[src/hw/rtl/apr_pkg.sv]
// shared types and constants of the addressed packet receiver
package apr_pkg;

  // payload buffer depth; frames carry at most this minus two bytes
  localparam int unsigned PAYLOAD_CAPACITY = 64;
  localparam int unsigned ADDR_W = $clog2(PAYLOAD_CAPACITY);
  localparam int unsigned SIZE_W = 6;
  localparam int unsigned CNT_W = SIZE_W + 1;
  localparam logic [7:0] MAX_SIZE = 8'(PAYLOAD_CAPACITY - 2);

  // stream data widths
  localparam int unsigned S_TDATA_W = 8;
  localparam int unsigned M_TDATA_W = 32;

  // configuration port
  localparam int unsigned CFG_IDX_W = 3;
  localparam int unsigned CFG_DATA_W = 16;

  typedef enum logic [CFG_IDX_W-1:0] {
    CFG_MY_ADDRESS = 3'd0,
    CFG_START_FIRST = 3'd1,
    CFG_START_SECOND = 3'd2,
    CFG_CRC_POLY = 3'd3,
    CFG_CRC_INIT = 3'd4
  } cfg_idx_e;

  typedef enum logic [3:0] {
    PH_HUNT0,
    PH_HUNT1,
    PH_DST,
    PH_SRC,
    PH_SIZE,
    PH_DATA,
    PH_CRCHI,
    PH_CRCLO,
    PH_SKIP,
    PH_EMIT_RD,
    PH_EMIT_WR
  } phase_e;

  // one result item as held in the output register
  typedef struct packed {
    logic       last_of_frame;
    logic       has_payload;
    logic [7:0] payload_byte;
    logic [5:0] frame_size;
    logic [7:0] frame_destination;
    logic [7:0] frame_source;
  } result_t;

endpackage

[src/hw/rtl/apr_ram.sv]
// generic single-port-write, registered-read ram
module apr_ram #(
  parameter int unsigned WIDTH = 8,
  parameter int unsigned DEPTH = 64
) (
  input  logic                     clk_i,
  input  logic                     we_i,
  input  logic [$clog2(DEPTH)-1:0] waddr_i,
  input  logic [WIDTH-1:0]         wdata_i,
  input  logic [$clog2(DEPTH)-1:0] raddr_i,
  output logic [WIDTH-1:0]         rdata_o
);

  logic [WIDTH-1:0] mem_q [DEPTH];
  logic [WIDTH-1:0] rdata_q;

  // write port
  always_ff @(posedge clk_i) begin
    if (we_i) begin
      mem_q[waddr_i] <= wdata_i;
    end
  end

  // registered read port
  always_ff @(posedge clk_i) begin
    rdata_q <= mem_q[raddr_i];
  end

  assign rdata_o = rdata_q;

endmodule

[src/hw/rtl/addressed_packet_receiver.sv]
// addressed packet receiver: frame hunt, address filter, crc check, payload readout
//
//   channel  | direction | handshake                   | contents
//   s_axis   | in        | s_axis_tvalid/s_axis_tready | one received byte
//   m_axis   | out       | m_axis_tvalid/m_axis_tready | header, payload byte, flag, tlast
//   cfg      | in        | cfg_we_i (no wait)          | register index and write data
//
// one received byte is taken per cycle in every framing phase.
// after a good crc the payload is read out of the buffer ram, each result in a
// ram read phase, then a load of the output register once it is free; s_axis_tready
// stays low during the readout. an empty frame gives one result.
// the output register lets the next byte be taken while the last result waits.
// reset returns to hunting; the payload ram needs no clearing pass.
module addressed_packet_receiver (
  input  logic                             clk_i,
  input  logic                             rst_ni,
  // received byte stream
  input  logic                             s_axis_tvalid,
  output logic                             s_axis_tready,
  input  logic [apr_pkg::S_TDATA_W-1:0]    s_axis_tdata,   // [7:0] rx_byte
  // result stream
  output logic                             m_axis_tvalid,
  input  logic                             m_axis_tready,
  // [7:0] frame_source, [15:8] frame_destination, [21:16] frame_size,
  // [29:22] payload_byte, [31:30] zero
  output logic [apr_pkg::M_TDATA_W-1:0]    m_axis_tdata,
  output logic                             m_axis_tuser,   // [0] has_payload
  output logic                             m_axis_tlast,   // last_of_frame
  // configuration writes
  input  logic                             cfg_we_i,
  input  logic [apr_pkg::CFG_IDX_W-1:0]    cfg_index_i,
  input  logic [apr_pkg::CFG_DATA_W-1:0]   cfg_data_i
);
  import apr_pkg::*;

  // one byte through the crc, msb first
  function automatic logic [15:0] crc_feed(input logic [15:0] crc, input logic [7:0] b,
                                           input logic [15:0] poly);
    logic [15:0] c;
    c = crc ^ {b, 8'h00};
    for (int i = 0; i < 8; i++) begin
      c = c[15] ? ((c << 1) ^ poly) : (c << 1);
    end
    return c;
  endfunction

  // configuration registers
  logic [7:0]  my_addr_q, start_first_q, start_second_q;
  logic [15:0] crc_poly_q, crc_init_q;

  // framing state
  phase_e            phase_q, phase_d;
  logic              for_me_q, for_me_d;
  logic [7:0]        src_q, src_d;
  logic [7:0]        dst_q, dst_d;
  logic [SIZE_W-1:0] size_q, size_d;
  logic [CNT_W-1:0]  cnt_q, cnt_d;
  logic [15:0]       crc_q, crc_d;

  // output register
  logic    out_valid_q;
  result_t out_q, out_d;
  logic    out_load;

  logic              in_xfer;
  logic [7:0]        rx;
  logic [15:0]       crc_next, crc_start;
  logic [CNT_W-1:0]  cnt_inc, size_ext, skip_end;
  logic              emit_last;
  logic              ram_we;
  logic [7:0]        ram_rdata;

  assign rx = s_axis_tdata[7:0];
  assign s_axis_tready = (phase_q != PH_EMIT_RD) && (phase_q != PH_EMIT_WR);
  assign in_xfer = s_axis_tvalid && s_axis_tready;

  assign crc_next  = crc_feed(crc_q, rx, crc_poly_q);
  assign crc_start = crc_feed(crc_init_q, rx, crc_poly_q);
  assign cnt_inc   = CNT_W'(cnt_q + 1'b1);
  assign size_ext  = {1'b0, size_q};
  assign skip_end  = CNT_W'(size_ext + 2'd2);
  assign emit_last = (size_q == '0) || (cnt_inc == size_ext);

  // configuration writes
  always_ff @(posedge clk_i or negedge rst_ni) begin
    if (!rst_ni) begin
      my_addr_q      <= 8'hFF;
      start_first_q  <= 8'h00;
      start_second_q <= 8'h00;
      crc_poly_q     <= 16'h1021;
      crc_init_q     <= 16'hFFFF;
    end else if (cfg_we_i) begin
      case (cfg_index_i)
        CFG_MY_ADDRESS:   my_addr_q      <= cfg_data_i[7:0];
        CFG_START_FIRST:  start_first_q  <= cfg_data_i[7:0];
        CFG_START_SECOND: start_second_q <= cfg_data_i[7:0];
        CFG_CRC_POLY:     crc_poly_q     <= cfg_data_i;
        CFG_CRC_INIT:     crc_init_q     <= cfg_data_i;
        default: ;
      endcase
    end
  end

  // payload buffer: written during the data phase, read back at readout
  apr_ram #(
    .WIDTH (8),
    .DEPTH (PAYLOAD_CAPACITY)
  ) u_payload_ram (
    .clk_i   (clk_i),
    .we_i    (ram_we),
    .waddr_i (cnt_q[ADDR_W-1:0]),
    .wdata_i (rx),
    .raddr_i (cnt_q[ADDR_W-1:0]),
    .rdata_o (ram_rdata)
  );

  // next phase, crc and header capture
  always_comb begin
    phase_d  = phase_q;
    for_me_d = for_me_q;
    src_d    = src_q;
    dst_d    = dst_q;
    size_d   = size_q;
    cnt_d    = cnt_q;
    crc_d    = crc_q;
    ram_we   = 1'b0;
    out_load = 1'b0;
    case (phase_q)
      PH_HUNT0: begin
        if (in_xfer && rx == start_first_q) begin
          crc_d   = crc_start;
          phase_d = PH_HUNT1;
        end
      end
      PH_HUNT1: begin
        if (in_xfer) begin
          if (rx != start_second_q) begin
            phase_d = PH_HUNT0;
          end else begin
            crc_d   = crc_next;
            phase_d = PH_DST;
          end
        end
      end
      PH_DST: begin
        if (in_xfer) begin
          crc_d    = crc_next;
          dst_d    = rx;
          for_me_d = (rx == my_addr_q);
          phase_d  = PH_SRC;
        end
      end
      PH_SRC: begin
        if (in_xfer) begin
          crc_d   = crc_next;
          src_d   = rx;
          phase_d = PH_SIZE;
        end
      end
      PH_SIZE: begin
        if (in_xfer) begin
          if (rx > MAX_SIZE) begin
            phase_d = PH_HUNT0;
          end else begin
            crc_d  = crc_next;
            size_d = rx[SIZE_W-1:0];
            cnt_d  = '0;
            if (!for_me_q) begin
              phase_d = PH_SKIP;
            end else if (rx[SIZE_W-1:0] == '0) begin
              phase_d = PH_CRCHI;
            end else begin
              phase_d = PH_DATA;
            end
          end
        end
      end
      PH_DATA: begin
        if (in_xfer) begin
          crc_d  = crc_next;
          ram_we = 1'b1;
          cnt_d  = cnt_inc;
          if (cnt_inc >= size_ext) begin
            phase_d = PH_CRCHI;
          end
        end
      end
      PH_CRCHI: begin
        if (in_xfer) begin
          crc_d   = crc_next;
          phase_d = PH_CRCLO;
        end
      end
      PH_CRCLO: begin
        if (in_xfer) begin
          crc_d = crc_next;
          if (crc_next == '0) begin
            cnt_d   = '0;
            phase_d = PH_EMIT_RD;
          end else begin
            phase_d = PH_HUNT0;
          end
        end
      end
      PH_SKIP: begin
        if (in_xfer) begin
          cnt_d = cnt_inc;
          if (cnt_inc >= skip_end) begin
            cnt_d   = '0;
            phase_d = PH_HUNT0;
          end
        end
      end
      PH_EMIT_RD: begin
        // ram read of the current entry is under way
        phase_d = PH_EMIT_WR;
      end
      PH_EMIT_WR: begin
        if (!out_valid_q || m_axis_tready) begin
          out_load = 1'b1;
          if (emit_last) begin
            cnt_d   = '0;
            phase_d = PH_HUNT0;
          end else begin
            cnt_d   = cnt_inc;
            phase_d = PH_EMIT_RD;
          end
        end
      end
      default: phase_d = PH_HUNT0;
    endcase
  end

  // result assembled from the held header and the ram data
  always_comb begin
    out_d.frame_source      = src_q;
    out_d.frame_destination = dst_q;
    out_d.frame_size        = size_q;
    out_d.payload_byte      = (size_q == '0) ? 8'h00 : ram_rdata;
    out_d.has_payload       = (size_q != '0);
    out_d.last_of_frame     = emit_last;
  end

  // state registers
  always_ff @(posedge clk_i or negedge rst_ni) begin
    if (!rst_ni) begin
      phase_q  <= PH_HUNT0;
      for_me_q <= 1'b0;
      src_q    <= '0;
      dst_q    <= '0;
      size_q   <= '0;
      cnt_q    <= '0;
      crc_q    <= '0;
    end else begin
      phase_q  <= phase_d;
      for_me_q <= for_me_d;
      src_q    <= src_d;
      dst_q    <= dst_d;
      size_q   <= size_d;
      cnt_q    <= cnt_d;
      crc_q    <= crc_d;
    end
  end

  // output register valid
  always_ff @(posedge clk_i or negedge rst_ni) begin
    if (!rst_ni) begin
      out_valid_q <= 1'b0;
    end else if (out_load) begin
      out_valid_q <= 1'b1;
    end else if (m_axis_tready) begin
      out_valid_q <= 1'b0;
    end
  end

  // output register payload
  always_ff @(posedge clk_i) begin
    if (out_load) begin
      out_q <= out_d;
    end
  end

  assign m_axis_tvalid = out_valid_q;
  assign m_axis_tdata  = {2'b00, out_q.payload_byte, out_q.frame_size,
                          out_q.frame_destination, out_q.frame_source};
  assign m_axis_tuser  = out_q.has_payload;
  assign m_axis_tlast  = out_q.last_of_frame;

`ifndef SYNTHESIS
  // a new result only comes from the readout phase
  a_load_from_emit: assert property (@(posedge clk_i) disable iff (!rst_ni)
    $rose(m_axis_tvalid) |-> $past(phase_q == PH_EMIT_WR))
    else $error("result loaded outside readout");

  // payload writes stay inside the announced size
  a_data_in_size: assert property (@(posedge clk_i) disable iff (!rst_ni)
    (phase_q == PH_DATA) |-> (cnt_q < size_ext))
    else $error("payload counter beyond frame size");

  // skip counter stays below the skip length
  a_skip_bound: assert property (@(posedge clk_i) disable iff (!rst_ni)
    (phase_q == PH_SKIP) |-> (cnt_q < skip_end))
    else $error("skip counter overrun");

  // readout never overwrites a result that was not taken
  a_no_overwrite: assert property (@(posedge clk_i) disable iff (!rst_ni)
    (out_valid_q && !m_axis_tready) |-> !out_load)
    else $error("output register overwritten");
`endif

endmodule
[config.mk]
export PLATFORM = sky130hd
export DESIGN_NAME = addressed_packet_receiver
export DESIGN_NICKNAME = d
export VERILOG_FILES = /design/src/hw/rtl/apr_pkg.sv /design/src/hw/rtl/apr_ram.sv /design/src/hw/rtl/addressed_packet_receiver.sv
export SDC_FILE = /design/constraint.sdc
export NUM_CORES = 1
export LEC_CHECK = 0
export ABC_AREA = 1
export BUFFER_PORTS_ARGS = -buffer_cell sky130_fd_sc_hd__buf_2
export CELL_PAD_IN_SITES_DETAIL_PLACEMENT = 1
export CELL_PAD_IN_SITES_GLOBAL_PLACEMENT = 1
export CORE_MARGIN = 2
export CORE_UTILIZATION = 41
export CTS_CLUSTER_SIZE = 24
export DETAILED_ROUTE_END_ITERATION = 16
export PLACE_DENSITY_LB_ADDON = 0.1
export SLEW_MARGIN = 20
export SYNTH_ARGS = -nofsm -noshare
export SYNTH_HDL_FRONTEND = slang
export SYNTH_SLANG_ARGS = --single-unit
[constraint.sdc]
create_clock -name clk_i -period 3.09 [get_ports clk_i]
set_input_delay 0.1545 -clock clk_i [delete_from_list [all_inputs] [get_ports clk_i]]
set_output_delay 0.1545 -clock clk_i [all_outputs]
set_load 0.005 [all_outputs]
# --- After elaboration in Yosys (flattened, before gate mapping) ---
# Memory sizes are Yosys's and may differ from the RTL's. A register that Yosys moved wholly into a read port is not among the register bits.
# Cells that the tools add are included.
totals:
  regBits: 139
  ramBits: 512
  input_bits: 32
  out_inout_bits: 36
  elab_cells: 167
  memories: 1
memory_table:
  columns: ["memory", "words", "word_bits", "rd", "rd_ports_with_merged_regs", "write_ports", "line", "text"]
  rows:
  - ["u_payload_ram.mem_q", 64, 8, 1, 1, 1, "apr_ram.sv:14", "logic [WIDTH-1:0] mem_q [DEPTH];"]
op_classes:
  n_addsub: 2
  n_lt_le_gt_ge: 3
  eq_ne: 36
  n_mux: 60
  n_bitwise: 19
  reduce_logical: 27
ops:
  columns: ["op", "count"]
  rows:
  - ["16-bit two-way mux", 22]
  - ["16-bit XOR", 18]
  - ["4-bit two-way mux", 16]
  - ["16-bit one-hot mux with 4 select lines", 1]
  - ["7-bit two-way mux", 9]
  - ["4-bit one-hot mux with 11 select lines", 1]
  - ["7-bit one-hot mux with 5 select lines", 1]
  - ["2-bit inequality test (second input constant)", 15]
  - ["4-bit by 3-bit equality test with 1-bit output (second input constant)", 4]
  - ["8-bit equality test", 2]
  - ["16-bit logical NOT", 1]
  - ["2-bit AND reduction", 7]
  - ["4-bit equality test (second input constant)", 3]
  - ["6-bit logical NOT", 2]
  - ["12-bit AND reduction", 1]
  - ["4-bit by 2-bit equality test with 1-bit output (second input constant)", 2]
  - ["8-bit by 6-bit greater-than comparator with 1-bit output (second input constant)", 1]
  - ["1-bit two-way mux", 8]
  - ["4-bit inequality test (second input constant)", 2]
  - ["8-bit inequality test", 1]
  - ["8-bit AND reduction", 1]
  - ["6-bit by 2-bit adder with 7-bit output (second input constant)", 1]
  - ["7-bit by 1-bit adder with 7-bit output (second input constant)", 1]
  - ["7-bit by 6-bit equality test with 1-bit output", 1]
  - ["other kinds (21)", 26]

# --- Logic depth before layout (Yosys ltp) ---
logic_depth:
  ltp_word: 21
  ltp_mapped: 36
  depth_no_buf: 35

# --- Hierarchy ---
# A second synthesis with hierarchy kept.
hier_totals:
  hier_cells: 3311
  hier_area_um2: 32022.0
by_module_without_submodules:
  columns: ["mod", "instances", "cells_per_inst", "area_per_inst_um2", "seq_area_each_um2"]
  rows:
  - ["apr_ram", 1, 1805, 21339.2, 15534.9]
  - ["addressed_packet_receiver", 1, 1506, 10682.7, 3672.3]

# --- Worst setup path before layout ---
# OpenSTA, ideal clock, no wires.
synth_path:
  path_kind: "register to register"
  startpoint: "register crc_q[15]"
  endpoint: "register cnt_q[2]"
  arrival_time_ps: 3157
  required_ps: 2973
  setup_slack_ps: -184
  stages_incl_launch_ff: 28
  path_buffers: 2
  synth_period_minus_slack_ps: 3274
  cell_sequence: "dfrtp_1 nand2_1 nand2_1 o21ai_1 nand2_2 nor2_2 nor2_8 nand3_4 nand3_2 nand2_2 nand3_1 nand2_2 buf_6 nand3_2 xnor2_2 nand2_2 buf_6 nand3_2 o21ai_0 nand2_1 nor2_1 nand2_1 nor2_1 nand2_1 nand2_2 nand2_4 nand2_1 nand2_1"
synth_via:
  elab_chain_cells: 19
synth_lines:
  columns: ["element", "line", "text"]
  rows:
  - ["start, declared", "addressed_packet_receiver.sv:58", "logic [15:0] crc_q, crc_d;"]
  - ["start signal, assigned", "addressed_packet_receiver.sv:261", "crc_q <= crc_d;"]
  - ["16-bit XOR *", "addressed_packet_receiver.sv:40", "c = crc ^ {b, 8'h00};"]
  - ["16-bit two-way mux *", "addressed_packet_receiver.sv:42", "c = c[15] ? ((c << 1) ^ poly) : (c << 1);"]
  - ["16-bit XOR", "addressed_packet_receiver.sv:42", null]
  - ["16-bit two-way mux *", "addressed_packet_receiver.sv:42", null]
  - ["16-bit XOR", "addressed_packet_receiver.sv:42", null]
  - ["16-bit two-way mux *", "addressed_packet_receiver.sv:42", null]
  - ["16-bit XOR", "addressed_packet_receiver.sv:42", null]
  - ["16-bit two-way mux *", "addressed_packet_receiver.sv:42", null]
  - ["(+3 left out)", null, null]
  - ["16-bit two-way mux *", "addressed_packet_receiver.sv:42", null]
  - ["16-bit XOR", "addressed_packet_receiver.sv:42", null]
  - ["16-bit two-way mux *", "addressed_packet_receiver.sv:42", null]
  - ["16-bit XOR", "addressed_packet_receiver.sv:42", null]
  - ["16-bit two-way mux *", "addressed_packet_receiver.sv:42", null]
  - ["16-bit logical NOT *", "addressed_packet_receiver.sv:197", "if (crc_next == '0) begin"]
  - ["2-bit inequality test (no source line) *", null, null]
  - ["8-bit AND reduction (no source line) *", null, null]
  - ["end signal, assigned", "addressed_packet_receiver.sv:260", "cnt_q <= cnt_d;"]
  - ["end, declared", "addressed_packet_receiver.sv:57", "logic [CNT_W-1:0] cnt_q, cnt_d;"]
# Mark *: on every way between the ends. The rest lies on a longest branch, timed or not.
# A chain may end at the register's enable or synchronous reset.

# --- Worst setup path in the final report ---
layout_path:
  startpoint: "register crc_q[15]"
  endpoint: "register cnt_q[6]"
# The elaborated chain is that of the path after synthesis.

==> flow_summary.ini <==
[cts]
cts_max_level = 3
cts_sinks = 659
cts_made_buffers = 72
clk_path_buf_depth = 3
clkLatencyLatePin_ps = 650
clk_pin_slew_worst_paths_ps = 80
cts_root_buf = clkbuf_16
tritoncts = done

[setup_path]
cp-start-kind = register
cp_data_required_time_ps = 3590
slowest_stage = dfrtp_1
worstSetupEndpointType = register
crit_fanout = 7
crit_top_cell = nand2_1
crit_type = reg -> reg
rr_worst_depth = 33
worstPathArrival_ps = 4350
cpPeakStageDelay_ps = 420
rr_startpoint = crc_q[15]
cp-startpoint = crc_q[15]

[timing]
hold_viol = 0
finalCriticalPeriod_ps = 3860
rsz0062_at_grt = true
holdWs_ps = 73.9
finalCritPeriodShare_pct = 125
slew_violations = 0
worstMarginPinSlew_ps = 882
maxSlewHeadroom_pct = 41.1
finalWorstSetupSlack_ps = -768
setup_violations = 25
fin_worst_skew_ps = 56.7
fmax_ghz = 0.259

[synth]
synth_cell_types = 55
synth_edf_count = 544
seq_area_frac_synth_pct = 64.2
synth-compound-area-share_pct = 8.61
synthSimpleGateAreaFrac_pct = 16.5
async_flop_share_pct = 16.2
synth.area.mux_share_pct = 0
synth_xor_area_share_pct = 6.16
synth_top_area_share_pct = 54.6
syn_avg_cell_area_um2 = 11.1
synthCells = 2696
synthTopCellsByArea = edfxtp_1 55%, nand2_1 7.7%, dfrtp_1 6.7%
ys_seq_elements = 659
ys.flop_type = edfxtp_1
synth_top_family_by_area = simple AND/OR/NAND/NOR gates
synth_fa_ha_area_share_pct = 0.585
yosys_warnings = 0
netlist_area_um2 = 29900
synth_top_cell_by_area = edfxtp_1

[route]
drt-pass1-iter-count = 5
drtIter0Drc = 1737
drc = 0
final_antenna_net_count = 0
routed_via_density = 5.50
wl_per_cell_um = 24.9
wl_um = 103000
vias = 22800

[power]
leakage_uw = 0.0147
peakVddDrop_v = 0.000836
power_density_nw_per_um2 = 974

[die]
dieArea_um2 = 75200
die_h_um = 274
die_x_um = 274
start_util_pct = 41.2
pin_count = 68
coreArea_um2 = 72600
placementRows = 99

[global_routing]
grt_pass1_wl_um = 152000
grt_pass1_vias = 23900
antenna_found_initial = 3
grt_overflow = 0
grt_max_degree = 56
grt_usage_pct = 27.3

[placement]
pre_cts_ws_ps = -997
portBuffers = 65
gp_congestion = 0.865
hpwl_um = 69300

[status]
status = finished with violations
violations = setup timing

[layout]
layout-drive-gt1-share_pct = 27.2
nets = 3168
syn2layout_area_growth_pct = 27.2

[min_path]
worstHoldPathCells = 2
hp-start = s_axis_tdata[0]
hp-class = in -> reg

[job]
cap_viol_max_count = 0
-- report_power, final --
group	leakage, uW	internal, uW	total (uW)	switching, uW
combinational	0.00730	7740	18300	10600
sequential	0.00629	10000	10300	306
clock	0.00112	4790	8440	3650
-- per-stage QoR --
| stage | util, % | cells | TNS [ps] | instance area (um^2) | power, uW |
|---|---|---|---|---|---|
| after global routing | 52.4 | 4137 | -19550 | 38100 | 39000 |
| after floorplan | - | 2697 | -1700 | 30100 | 18900 |
| after CTS | 51.3 | 4126 | -10900 | 37200 | 34600 |
| after global placement | 46.6 | 3940 | -13330 | 33900 | 23300 |
| after detailed placement | 46.6 | 3940 | -17330 | 33900 | 23600 |
| final | 52.5 | 4138 | -14370 | 38100 | 37100 |
-- layout by cell type (no fill, tap or decap), types with 8 or more instances in the layout --
cell type      count
nand2_1          534
a22oi_1           76
nor2_1           216
xor2_1            77
o21ai_1           17
xor2_2            16
clkbuf_16         73
o21ai_2           16
buf_6             36
dfxtp_1            8
a21oi_1           22
nand2_2           66
dfrtp_1           79
dlygate4sd3_1     22
buf_12            17
nand4_1           66
a221oi_1          63
nor2_4            22
edfxtp_1         544
ha_1              14
xnor2_1           97
dfstp_2           27
clkinv_1          25
clkbuf_1          16
buf_2             65
nand3_4           15
nor2_2            17
clkinv_2          12
nor3_1            12
buf_4            330
a22o_1            57
xnor2_2           12
nand3_2           32
inv_2             15
nand2_4           30
o21ai_0           93
nand3_1          103
inv_1            139
-- Yosys cell counts, types with 4 or more instances --
cell type	number
xor2_1	96
clkinv_1	11
a211oi_1	5
edfxtp_1	544
o21ai_0	123
clkbuf_1	88
inv_1	148
a21oi_1	27
nand2_4	5
nor2_2	7
xnor2_1	109
buf_2	12
dfxtp_1	8
a221oi_1	63
nand3_2	7
o21ai_1	6
buf_6	5
a22o_1	57
a22oi_1	76
dfrtp_1	80
buf_4	5
nand2_2	13
inv_2	11
buf_1	14
nand4_1	66
nor3_1	21
nand3b_1	4
ha_1	14
or2_2	4
nor2_1	246
nor4_1	4
nand2_1	616
dfstp_2	27
nand3_1	140
-- cell families after synthesis --
logic type / count (synthesis)
and+or+nand+nor: 1145
other: 1
adders and majority gates: 14
DFF: 659
xor gates and xnor gates: 208
buffers and inverters: 295
AOI/OAI and AO/OA: 374
-- per-layer routing --
layer	global-route usage, %	part of all wire (%)	vias up
met3	4.60	5.3	185
met4	9.70	3.7	0
li1	-	-	10300
met5	0	0	-
met2	45.6	49	634
met1	35.7	42	11700
-- state kept, by name, indices dropped and copies added, names as in the netlist, 7 cells and up --
signal and cells:
m_axis_tdata 30, dst_q 8, cnt_q 7, crc_init_q 16, start_second_q 8, src_q 8, u_payload_ram.mem_q 512, start_first_q 8
my_addr_q 8, u_payload_ram.rdata_o 8, crc_q 16, crc_poly_q 16
-- timing repair --
action | 4_1_cts | 5_1_grt
setup buffers | 35 | 19
hold endpoints to repair | 111 | 0
setup endpoints to repair | 25 | 27
cloned | 3 | 1
hold buffers | 22 | 0
resized for setup | 166 | 192
pin swaps | 63 | 87
-- worst paths after layout --
check                                             end  slack (ps)
max in group asynchronous               crc_poly_q[0]        2150
min in group asynchronous                    src_q[4]         140
max reg2reg                                  cnt_q[6]        -770
min                        u_payload_ram.mem_q[19][0]          70
min reg2reg                           m_axis_tdata[9]         450
max                                          cnt_q[6]        -770
-- critical path: cells and delay by family, from the launching register on --
family,cells,cell delay (ps)
and+or+nand+nor,23,2310
xor gates and xnor gates,1,160
AOI/OAI and AO/OA,1,100
DFF,1,420
buffers and inverters,8,710
-- area by class of cell --
class	instances	area [um^2]
diodes	1	2.50
clock buffers	92	1930
clock inverters	38	363
fillers	7656	34500
inverters	171	667
multi-input cells	1744	10900
flip-flops and latches	659	19200
well taps	959	1200
repair buffers	474	3830
No activity file was read; power rests on OpenSTA's default activity.
